--- config.mk ---
export PLATFORM = sky130hd
export DESIGN_NAME = float32_to_half_saturating
export DESIGN_NICKNAME = d
export VERILOG_FILES = /design/src/sv/fth_pkg.sv /design/src/sv/float32_to_half_saturating.sv /design/src/sv/fth_decode.sv /design/src/sv/fth_align.sv /design/src/sv/fth_round.sv
export SDC_FILE = /design/constraint.sdc
export NUM_CORES = 1
export LEC_CHECK = 0
export BUFFER_PORTS_ARGS = -buffer_cell sky130_fd_sc_hd__buf_2
export CAP_MARGIN = 20
export CORE_MARGIN = 1
export CORE_UTILIZATION = 45
export CTS_CLUSTER_DIAMETER = 150
export DETAILED_ROUTE_END_ITERATION = 10
export PLACE_DENSITY = 0.66
export SLEW_MARGIN = 20
export SYNTH_ARGS = -nofsm -noshare
export SYNTH_HDL_FRONTEND = slang
export SYNTH_SLANG_ARGS = --single-unit
--- constraint.sdc ---
create_clock -name clk_i -period 3.6 [get_ports clk_i]
set_input_delay 0.54 -clock clk_i [delete_from_list [all_inputs] [get_ports clk_i]]
set_output_delay 0.54 -clock clk_i [all_outputs]
set_load 0.05 [all_outputs]
--- src/sv/fth_pkg.sv ---
package fth_pkg;

  // Binary32 field widths and limits.
  localparam int unsigned SINGLE_W     = 32;
  localparam int unsigned SINGLE_EXP_W = 8;
  localparam int unsigned SINGLE_FRC_W = 23;
  localparam int unsigned HALF_W       = 16;
  localparam int unsigned HALF_FRC_W   = 10;

  // Magnitude of a single infinity, and of the largest finite half (65504).
  localparam logic [30:0] SINGLE_INF_MAG = 31'h7f80_0000;
  localparam logic [30:0] MAX_HALF_MAG   = 31'h477f_e000;

  // Biased single exponents that bound the half ranges.
  // Below ZERO_EXP_LIMIT the value rounds to signed zero; up to SUB_EXP_LIMIT
  // the value lands in the half subnormal range.
  localparam logic [7:0] ZERO_EXP_LIMIT = 8'd102;
  localparam logic [7:0] SUB_EXP_LIMIT  = 8'd112;
  localparam logic [7:0] EXP_REBIAS     = 8'd112;
  localparam logic [7:0] SUB_SHIFT_BASE = 8'd126;

  // Largest finite half magnitude, and the half exponent that would overflow.
  localparam logic [14:0] HALF_MAX_MAG  = 15'h7bff;
  localparam logic [5:0]  HALF_EXP_OVF  = 6'd31;

  // Clamped and classified single, after the first stage.
  typedef struct packed {
    logic        sign;
    logic        zero;
    logic        sub;
    logic [5:0]  exp;
    logic [4:0]  shamt;
    logic [22:0] frac;
  } dec_t;

  // Truncated half fraction with its rounding decision, after the second stage.
  typedef struct packed {
    logic       sign;
    logic       zero;
    logic       sub;
    logic [5:0] exp;
    logic [9:0] q;
    logic       inc;
  } aln_t;

endpackage

--- src/sv/float32_to_half_saturating.sv ---
// Throughput: one beat per cycle while out_stall_i is low, set by three register
// stages (clamp and classify, align, round), each of which loads whenever it is
// empty or drains.
// Reset: asynchronous and active low; it clears the stage valid bits only,
// so the pipeline comes up empty.
module float32_to_half_saturating (
  input  logic                                clk_i,
  input  logic                                rst_ni,
  input  logic                                in_valid_i,
  output logic                                in_stall_o,
  input  logic [fth_pkg::SINGLE_W-1:0]        single_bits_i,
  output logic                                out_valid_o,
  input  logic                                out_stall_i,
  output logic [fth_pkg::HALF_W-1:0]          half_bits_o
);

  fth_pkg::dec_t dec;
  fth_pkg::aln_t aln;
  logic          dec_valid;
  logic          dec_stall;
  logic          aln_valid;
  logic          aln_stall;

  // Stage one: clamp and classify.
  fth_decode u_decode (
    .clk_i   (clk_i),
    .rst_ni  (rst_ni),
    .valid_i (in_valid_i),
    .stall_o (in_stall_o),
    .bits_i  (single_bits_i),
    .valid_o (dec_valid),
    .stall_i (dec_stall),
    .dec_o   (dec)
  );

  // Stage two: align the fraction and decide the rounding.
  fth_align u_align (
    .clk_i   (clk_i),
    .rst_ni  (rst_ni),
    .valid_i (dec_valid),
    .stall_o (dec_stall),
    .dec_i   (dec),
    .valid_o (aln_valid),
    .stall_i (aln_stall),
    .aln_o   (aln)
  );

  // Stage three: round and pack into the output register.
  fth_round u_round (
    .clk_i   (clk_i),
    .rst_ni  (rst_ni),
    .valid_i (aln_valid),
    .stall_o (aln_stall),
    .aln_i   (aln),
    .valid_o (out_valid_o),
    .stall_i (out_stall_i),
    .half_o  (half_bits_o)
  );

endmodule

--- src/sv/fth_decode.sv ---
module fth_decode (
  input  logic                                clk_i,
  input  logic                                rst_ni,
  input  logic                                valid_i,
  output logic                                stall_o,
  input  logic [fth_pkg::SINGLE_W-1:0]        bits_i,
  output logic                                valid_o,
  input  logic                                stall_i,
  output fth_pkg::dec_t                       dec_o
);

  logic          valid_q;
  fth_pkg::dec_t dec_q, dec_d;
  logic          load;
  logic [30:0]   mag;
  logic [31:0]   clamped;
  logic [7:0]    bexp;
  logic [7:0]    rebias;
  logic [7:0]    shift;

  // The stage takes a new beat unless it holds one that is stalled.
  assign stall_o = valid_q & stall_i;
  assign load    = ~stall_o;

  // Clamp to +-65504; every NaN becomes positive 65504.
  always_comb begin
    mag = bits_i[30:0];
    if (mag > fth_pkg::SINGLE_INF_MAG) begin
      clamped = {1'b0, fth_pkg::MAX_HALF_MAG};
    end else if (mag > fth_pkg::MAX_HALF_MAG) begin
      clamped = {bits_i[31], fth_pkg::MAX_HALF_MAG};
    end else begin
      clamped = bits_i;
    end
  end

  // Classify the exponent and work out the subnormal alignment shift.
  always_comb begin
    bexp         = clamped[30:23];
    rebias       = bexp - fth_pkg::EXP_REBIAS;
    shift        = fth_pkg::SUB_SHIFT_BASE - bexp;
    dec_d.sign   = clamped[31];
    dec_d.zero   = bexp < fth_pkg::ZERO_EXP_LIMIT;
    dec_d.sub    = bexp <= fth_pkg::SUB_EXP_LIMIT;
    dec_d.exp    = rebias[5:0];
    dec_d.shamt  = shift[4:0];
    dec_d.frac   = clamped[22:0];
  end

  always_ff @(posedge clk_i or negedge rst_ni) begin
    if (!rst_ni) begin
      valid_q <= 1'b0;
    end else if (load) begin
      valid_q <= valid_i;
    end
  end

  always_ff @(posedge clk_i) begin
    if (load && valid_i) begin
      dec_q <= dec_d;
    end
  end

  assign valid_o = valid_q;
  assign dec_o   = dec_q;

endmodule

--- src/sv/fth_align.sv ---
module fth_align (
  input  logic          clk_i,
  input  logic          rst_ni,
  input  logic          valid_i,
  output logic          stall_o,
  input  fth_pkg::dec_t dec_i,
  output logic          valid_o,
  input  logic          stall_i,
  output fth_pkg::aln_t aln_o
);

  logic          valid_q;
  fth_pkg::aln_t aln_q, aln_d;
  logic          load;
  logic [23:0]   mant;
  logic [23:0]   shifted;
  logic [23:0]   low_mask;
  logic [4:0]    rpos;
  logic          rbit;
  logic          sticky;

  assign stall_o = valid_q & stall_i;
  assign load    = ~stall_o;

  // Split the fraction into kept bits, round bit and sticky bits.
  always_comb begin
    mant     = {1'b1, dec_i.frac};
    rpos     = dec_i.shamt - 5'd1;
    shifted  = mant >> dec_i.shamt;
    low_mask = (24'd1 << rpos) - 24'd1;
    if (dec_i.sub) begin
      aln_d.q = shifted[9:0];
      rbit    = mant[rpos];
      sticky  = |(mant & low_mask);
    end else begin
      aln_d.q = dec_i.frac[22:13];
      rbit    = dec_i.frac[12];
      sticky  = |dec_i.frac[11:0];
    end
    // Round to nearest; a tie goes to the even value.
    aln_d.inc  = rbit & (sticky | aln_d.q[0]);
    aln_d.sign = dec_i.sign;
    aln_d.zero = dec_i.zero;
    aln_d.sub  = dec_i.sub;
    aln_d.exp  = dec_i.exp;
  end

  always_ff @(posedge clk_i or negedge rst_ni) begin
    if (!rst_ni) begin
      valid_q <= 1'b0;
    end else if (load) begin
      valid_q <= valid_i;
    end
  end

  always_ff @(posedge clk_i) begin
    if (load && valid_i) begin
      aln_q <= aln_d;
    end
  end

  assign valid_o = valid_q;
  assign aln_o   = aln_q;

endmodule

--- src/sv/fth_round.sv ---
module fth_round (
  input  logic                        clk_i,
  input  logic                        rst_ni,
  input  logic                        valid_i,
  output logic                        stall_o,
  input  fth_pkg::aln_t               aln_i,
  output logic                        valid_o,
  input  logic                        stall_i,
  output logic [fth_pkg::HALF_W-1:0]  half_o
);

  logic        valid_q;
  logic [15:0] half_q, half_d;
  logic        load;
  logic [10:0] qr;
  logic [5:0]  exp_r;

  assign stall_o = valid_q & stall_i;
  assign load    = ~stall_o;

  // Apply the rounding increment and assemble the half pattern.
  always_comb begin
    qr    = {1'b0, aln_i.q} + {10'd0, aln_i.inc};
    exp_r = aln_i.exp;
    if (aln_i.zero) begin
      half_d = {aln_i.sign, 15'd0};
    end else if (aln_i.sub) begin
      // A carry here yields the smallest normal on its own.
      half_d = {aln_i.sign, 4'd0, qr};
    end else begin
      if (qr[10]) begin
        exp_r = aln_i.exp + 6'd1;
      end
      if (exp_r >= fth_pkg::HALF_EXP_OVF) begin
        half_d = {aln_i.sign, fth_pkg::HALF_MAX_MAG};
      end else begin
        half_d = {aln_i.sign, exp_r[4:0], qr[9:0]};
      end
    end
  end

  always_ff @(posedge clk_i or negedge rst_ni) begin
    if (!rst_ni) begin
      valid_q <= 1'b0;
    end else if (load) begin
      valid_q <= valid_i;
    end
  end

  always_ff @(posedge clk_i) begin
    if (load && valid_i) begin
      half_q <= half_d;
    end
  end

  assign valid_o = valid_q;
  assign half_o  = half_q;

endmodule

==> key figures, run 1 <==
Setup path
  • CP Class: flip-flop to flip-flop
  • Cell-by-cell trace of the critical path: inv_1 -> buf_4 -> ha_1 -> o41ai_1 -> and2_1 -> xnor2_1 -> nand2_1 -> a32oi_1 -> nand4_1 -> nor4_1 -> a31oi_1
  • Largest stage delay, worst path: 0.72 ns
  • CP max stage cell: o41ai_1
  • Crit-path max FO: 13
  • Crit start category: flip-flop
  • Critical path arrival: 3.52 ns
  • CP Capture Type: flip-flop
  • Top delay family on crit path: compound AO/OA/AOI/OAI gates
  • CP Buf/Inv Count: 2
  • CP required: between 3 and 4 ns

Logic synthesis
  • Most used DFF post-synth: edfxtp_1
  • Post-Synthesis Cells: 528
  • XOR/XNOR share of the synthesized area: 0.03011
  • Async SR Flop Fraction: 0.04000
  • Mapped Area: between 5000 and 6000 um^2
  • Register bit total from synthesis: 75
  • Top cells by count, synth: edfxtp_1 (72), nor2_1 (44), nand2_1 (41)
  • Top post-synthesis cells by area: edfxtp_1 (39%), mux4_2 (13%), a21oi_1 (3.4%)
  • Synth Net Count: 579
  • Synth Area in Compound Gates: 0.1558
  • Yosys cell types: 65
  • Largest family of logic cells by synthesized area: simple AND/OR/NAND/NOR gates
  • Synth Area in Simple Gates: 0.1791
  • Post-Synth Adder-Cell Area: 0.03396
  • Post-synthesis mux area share: 0.1551
  • Area leader, netlist: edfxtp_1
  • Average size of a mapped cell: around 10 um^2
  • Most numerous cell in the Yosys netlist: edfxtp_1
  • Synth top area share: 0.3912
  • Sequential fraction of the synthesis area: 0.4048
  • Synth warn: 0
  • EDFF count, synth: 72

Clock tree
  • Longest Clk Path Bufs: 2
  • CTS Buf Count: 9
  • Post-CTS sizing: 0
  • Sink Count: 75
  • Clk_lat worst skew: 0.35 ns
  • CTS tree: done
  • Setup Fix Bufs, Post-CTS: 0
  • Clock-pin slew on the worst setup and hold paths: 0.06 ns
  • Htree depth: 3
  • Clock root buffer master: clkbuf_16

Power
  • Sequential power share: 0.393
  • Sw Pwr: between 0.0009 and 0.001 W
  • VDD IR-drop max: 0.3561 mV
  • Sw Share: 0.3181
  • Internal power: just over 0.002 W
  • P_leak: 2.357 nW
  • Design Power: 0.002952 W
  • Power Density: ~460 nW/um^2
  • Gate power share: 0.283
  • Clock network power share: 0.325

STA
  • RSZ-0062 raised after global routing: false
  • Clock Skew: around 0.013 ns
  • TNS Setup: 0 ns
  • Slew @ Worst Pin: a little under 0.8 ns
  • Slew Viols, Final: 0
  • Peak Freq: 292.1 MHz
  • # setup viols final: 0
  • Period Utilization, post-route: 0.9509
  • Slew margin rel.: 0.4729
  • Final min period: 3.423 ns
  • Final Hold Fails: 0

Drt
  • DR pass1 iterations: 7
  • Iteration-0 DRC Markers: 530
  • Vias/cell: 6.318
  • DR WL/cell: 19.56 um
  • Routed wire length: about 14000 um
  • DRC violations left: 0
  • Vias post-DR: 4675
  • Routed Antenna Nets: 0

Final layout
  • Ant. Diodes: 0
  • Share of cells above drive strength 1: 0.2411
  • Area grow syn2layout: 15.37%
  • Multi-input logic area: around 3000 um^2
  • Reg area: approximately 2200 um^2
  • Nets: 639
  • Fillers: 1034

Placement
  • Post-DP HPWL: 10530 um
  • Port Buffers: 53
  • Routability cong.: just under 1

Die
  • Chip Height: 112.8 um
  • Die ar.: between 10000 and 15000 um^2
  • Core Area: 12010 um^2
  • Starting Density: 0.4601
  • Die width: 112.8 um
  • # IOs: 54
  • FP Rows: 40

Outcome
  • Status: finished, final reports clean

Global routing
  • Vias in the first global route: 4452
  • First-pass GRT wire length: 23580 um
  • Grt total ovfl: 0
  • Largest net degree at the start of global routing: 37
  • Initial antenna violation count: 0
  • Total GRT Usage: 0.2443

Min path
  • Worst Hold Class: primary input to flip-flop

Job
  • Max-cap violations: 0
==> kinds of logic (layout without fill, tap and decap cells) <==
logic type / Yosys count / in the layout
AND/OR/NAND/NOR: 194 / 194
AO/OA/AOI/OAI: 125 / 125
flip-flops: 75 / 75
buffers and inverters: 56 / 121
multiplexers: 44 / 44
XOR/XNOR: 19 / 19
adder cells (fa/ha/maj): 15 / 15
==> layer usage <==
layer | part of all wire | vias up | global-route usage
li1 | - | 2155 | -
met1 | 0.42 | 2199 | 0.3310
met2 | 0.45 | 268 | 0.3716
met3 | 0.087 | 53 | 0.06213
met4 | 0.042 | 0 | 0.1084
met5 | 0 | - | 0
==> what timing repair did <==
item	in CTS	in global routing
endpoints found under the hold margin	3	0
hold buffers	1	0
setup endpoints to repair	0	0
==> path summary, 6_finish.rpt <==
kind	cells after the start	start	endpoint	slack [ns]
max in group asynchronous	2	rst_ni	u_align.valid_o	2.92
min in group asynchronous	2	rst_ni	u_round.valid_o	0.56
min	2	in_valid_i	u_decode.valid_o	0.40
max	11	u_decode.dec_o[23]	u_align.aln_o[0]	0.18
min reg2reg	0	u_decode.dec_o[31]	u_align.aln_o[14]	0.42
max reg2reg	11	u_decode.dec_o[23]	u_align.aln_o[0]	0.18
==> cells in the final DEF (no fill, tap or decap), types with 6 or more instances in the layout <==
cell,count
a31oi_1,7
and2_1,20
nand3_1,19
a21oi_1,38
buf_4,29
nand2b_1,20
o211ai_1,6
clkbuf_16,9
ha_1,15
mux2i_1,8
nand4_1,13
nor3_1,11
xnor2_1,11
nand2_1,41
inv_1,20
edfxtp_1,72
nor2_1,44
nor4_1,8
xor2_1,8
mux4_2,33
o21ai_0,18
buf_2,53
==> flip-flops by register name, summed over array words and instances, names as in the netlist <==
signal	count
u_decode.dec_o	36
u_round.valid_o	1
u_decode.valid_o	1
u_align.valid_o	1
u_round.half_o	16
u_align.aln_o	20
==> stage by stage <==
stage	utilization	cell area [um^2]	hold slack [ns]	instances	setup WS (ns)
2_1_floorplan	-	5527	0.2444	528	0.04362
3_3_place_gp	0.5035	6048	0.3355	723	0.3497
3_5_place_dp	0.5035	6048	0.3429	723	0.2713
4_1_cts	0.5308	6376	0.3836	740	0.2814
5_1_grt	0.5308	6376	0.3998	740	0.02157
6_report	0.5308	6376	0.3975	740	0.1767
==> power groups by stage <==
stage | combinational, W | clock, W | sequential, W
floorplan | 0.000536 | 0 | 0.00121
global placement | 0.000817 | 0 | 0.00117
detailed placement | 0.000814 | 0 | 0.00117
CTS | 0.000820 | 0.000980 | 0.00116
global route | 0.000901 | 0.00102 | 0.00117
finish | 0.000835 | 0.000958 | 0.00116
==> final cells by class <==
type,instances,share of cell area
multi-input combinational,397,0.4802
sequential,75,0.3509
timing repair buffer,83,0.07732
clock buffer,10,0.03591
tap,147,0.02885
clock inverter,6,0.01393
inverter,22,0.01295
==> worst reg2reg max path: cells and delay by family, from the launching register on <==
family,cells,cell delay [ns]
compound gates,3,1.01
xor+xnor,1,0.20
simple gates,4,0.91
fa+ha+maj,1,0.38
buf+inv,2,0.27
flops,1,0.42
No activity file was read; power rests on OpenSTA's default activity.
==> inputs of run 2 (changes only) <==
Settings changed: CORE_ASPECT_RATIO from default to 0.75.
==> run 2 against run 1 <==
Sequential power barely moved. Largest cell class unchanged. Non-clock buffer count shrank 3. Clock power shrank 3.3%. First-iteration DRC count decreased by 5.1%. Global-route usage is 0.17 points higher. Largest power group unchanged. Critical endpoint unchanged.
==> key figures, run 2 (same netlist as run 1, synthesis figures left out) <==
Clock tree
  • Clk_lat worst skew: 0.33 ns (-0.02 ns)
  • Setup Fix Bufs, Post-CTS: 0 (unchanged)
  • Longest Clk Path Bufs: 2 (unchanged)
  • Htree depth: 3 (unchanged)
  • Sink Count: 75 (unchanged)
  • CTS tree: done
  • CTS Buf Count: 9 (unchanged)
  • Clock-pin slew on the worst setup and hold paths: 0.06 ns (about the same)
  • Clock root buffer master: clkbuf_16

Global routing
  • Initial antenna violation count: 0 (unchanged)
  • Grt total ovfl: 0 (unchanged)
  • First-pass GRT wire length: 23380 um (-0.88%)
  • Total GRT Usage: 0.2461 (+0.001748)
  • Largest net degree at the start of global routing: 37 (unchanged)
  • Vias in the first global route: 4390 (-1.4%)

Power
  • Gate power share: 0.287 (+0.004)
  • Clock network power share: 0.317 (-0.008)
  • Sequential power share: 0.396 (+0.003)
  • Power Density: 458.1 nW/um^2 (-1.1%)
  • Sw Pwr: 0.0009701 W (+3.3%)
  • Internal power: 0.001948 W (-3.3%)
  • P_leak: 2.338 nW (-0.81%)
  • Sw Share: 0.3325 (+0.01439)
  • VDD IR-drop max: 0.2252 mV (-37%)

Outcome
  • Status: finished, final reports clean

STA
  • Final Hold Fails: 0 (unchanged)
  • Slew margin rel.: 0.4129 (-0.06002)
  • # setup viols final: 0 (unchanged)
  • Peak Freq: 299.1 MHz (+2.4%)
  • Final min period: 3.344 ns (-0.07958 ns)
  • RSZ-0062 raised after global routing: false
  • Period Utilization, post-route: 0.9288 (-0.02211)
  • TNS Setup: 0 ns (unchanged)
  • Slew @ Worst Pin: 0.8806 ns (+0.09003 ns)
  • Clock Skew: 0.004877 ns (-0.008351 ns)
  • Slew Viols, Final: 0 (unchanged)

Final layout
  • Max reg flops: 36 (unchanged)
  • Share of cells above drive strength 1: 0.2424 (+0.001226)
  • Most frequent cells in the layout: edfxtp_1 (72), buf_2 (53), nor2_1 (44)
  • Final std cell area, no fill: 6369 um^2 (-0.12%)
  • Nets: 636 (-0.47%)
  • Non-Filler Instances: 752 (+1.6%)
  • Area grow syn2layout: 15.24%
  • Commonest non-fill, non-tap cell in the layout: edfxtp_1
  • Ant. Diodes: 0 (unchanged)
  • Fillers: 1068 (+3.3%)

Drt
  • DRC violations left: 0 (unchanged)
  • Vias post-DR: 4651 (-0.51%)
  • Vias/cell: 6.185 (-2.1%)
  • Routed Antenna Nets: 0 (unchanged)
  • Routed wire length: 14840 um (+2.5%)
  • Iteration-0 DRC Markers: 503 (-5.1%)
  • DR pass1 iterations: 6 (-1)
  • DR WL/cell: 19.73 um (+0.88%)

Placement
  • Placed Cells: 735 (+1.7%)
  • Routability cong.: 0.9721 (+1.0%)
  • Post-DP HPWL: 11070 um (+5.1%)
  • Port Buffers: 53 (unchanged)
  • Area after DPL: 6045 um^2 (about the same)

Die
  • FP Rows: 34 (-15%)
  • Die ar.: 12730 um^2 (about the same)
  • Chip Height: 97.98 um (-13%)
  • Starting Density: 0.4690 (+0.008891)
  • # IOs: 54 (unchanged)
  • Die width: 130.0 um (+15%)
  • Core Area: 11780 um^2 (-1.9%)

Job
  • Max-cap violations: 0 (unchanged)

Setup path
  • Crit start category: flip-flop
  • Crit-path max FO: 11 (-2)
  • Critical path arrival: 3.42 ns (-0.10 ns)
  • R2r setup slk: 0.26 ns (+0.08 ns)
  • CP Capture Type: flip-flop
  • CP Class: flip-flop to flip-flop
  • CP required: 3.67 ns (-0.02 ns)

Min path
  • Worst Hold Class: primary input to flip-flop
[run 2: layout make-up]
cell class	instances	area (um^2)	area share
clock buffer	9	225.2	0.03536
clock inverter	7	82.58	0.01297
inverter	22	82.58	0.01297
multi-input combinational	397	3068	0.4817
sequential	75	2237	0.3513
tap	162	202.7	0.03183
timing repair buffer	80	470.5	0.07387
[run 2: what timing repair did]
| item | CTS | global route |
|---|---|---|
| hold buffers | 1 | 0 |
| setup endpoints to repair | 0 | 1 |
| resized for setup | 0 | 2 |
| hold endpoints to repair | 3 | 0 |
[run 2: final timing paths]
kind                               startpoint           endpoint  depth (start not counted)
min in group asynchronous              rst_ni    u_round.valid_o                          2
hold reg to reg            u_decode.dec_o[35]  u_align.aln_o[18]                          0
max in group asynchronous              rst_ni   u_decode.valid_o                          2
setup / recovery           u_decode.dec_o[24]   u_align.aln_o[0]                         12
hold / removal                     in_valid_i   u_decode.valid_o                          2
setup reg to reg           u_decode.dec_o[24]   u_align.aln_o[0]                         12
[run 2: layer usage]
metal | vias to the layer above | share of wire | GRT usage
li1 | 2144 | - | -
met1 | 2233 | 0.45 | 0.3585
met2 | 250 | 0.43 | 0.3550
met3 | 24 | 0.099 | 0.06849
met4 | 0 | 0.016 | 0.07424
met5 | - | 0 | 0
[run 2: stage by stage]
stage / setup WS, ns / hold WS, ns / power (W) / util
floorplan: 0.04362 / 0.2444 / 0.001744 / -
global placement: 0.2746 / 0.3373 / 0.001989 / 0.5130
detailed placement: 0.2146 / 0.3411 / 0.001988 / 0.5130
CTS: 0.1916 / 0.3928 / 0.002929 / 0.5399
global route: 0.01850 / 0.4070 / 0.003049 / 0.5405
finish: 0.2562 / 0.4107 / 0.002918 / 0.5405
[run 2: power by group through the flow]
stage	clock (W)	combinational [W]	sequential (W)
after floorplan	0	0.000536	0.00121
final	0.000926	0.000836	0.00116
after global routing	0.000985	0.000899	0.00117
after global placement	0	0.000822	0.00117
after CTS	0.000954	0.000823	0.00115
after detailed placement	0	0.000818	0.00117
[run 2: worst max-delay path, cell delays in order (launching register included)]
cell and delay, ns:
edfxtp_1 0.43, inv_1 0.10, ha_1 0.33, ha_1 0.43, buf_4 0.25, inv_1 0.09, o21ai_0 0.09, a211o_1 0.32
nand2b_1 0.19, a21oi_1 0.30, nand4_1 0.14, nor4_1 0.29, a31oi_1 0.12
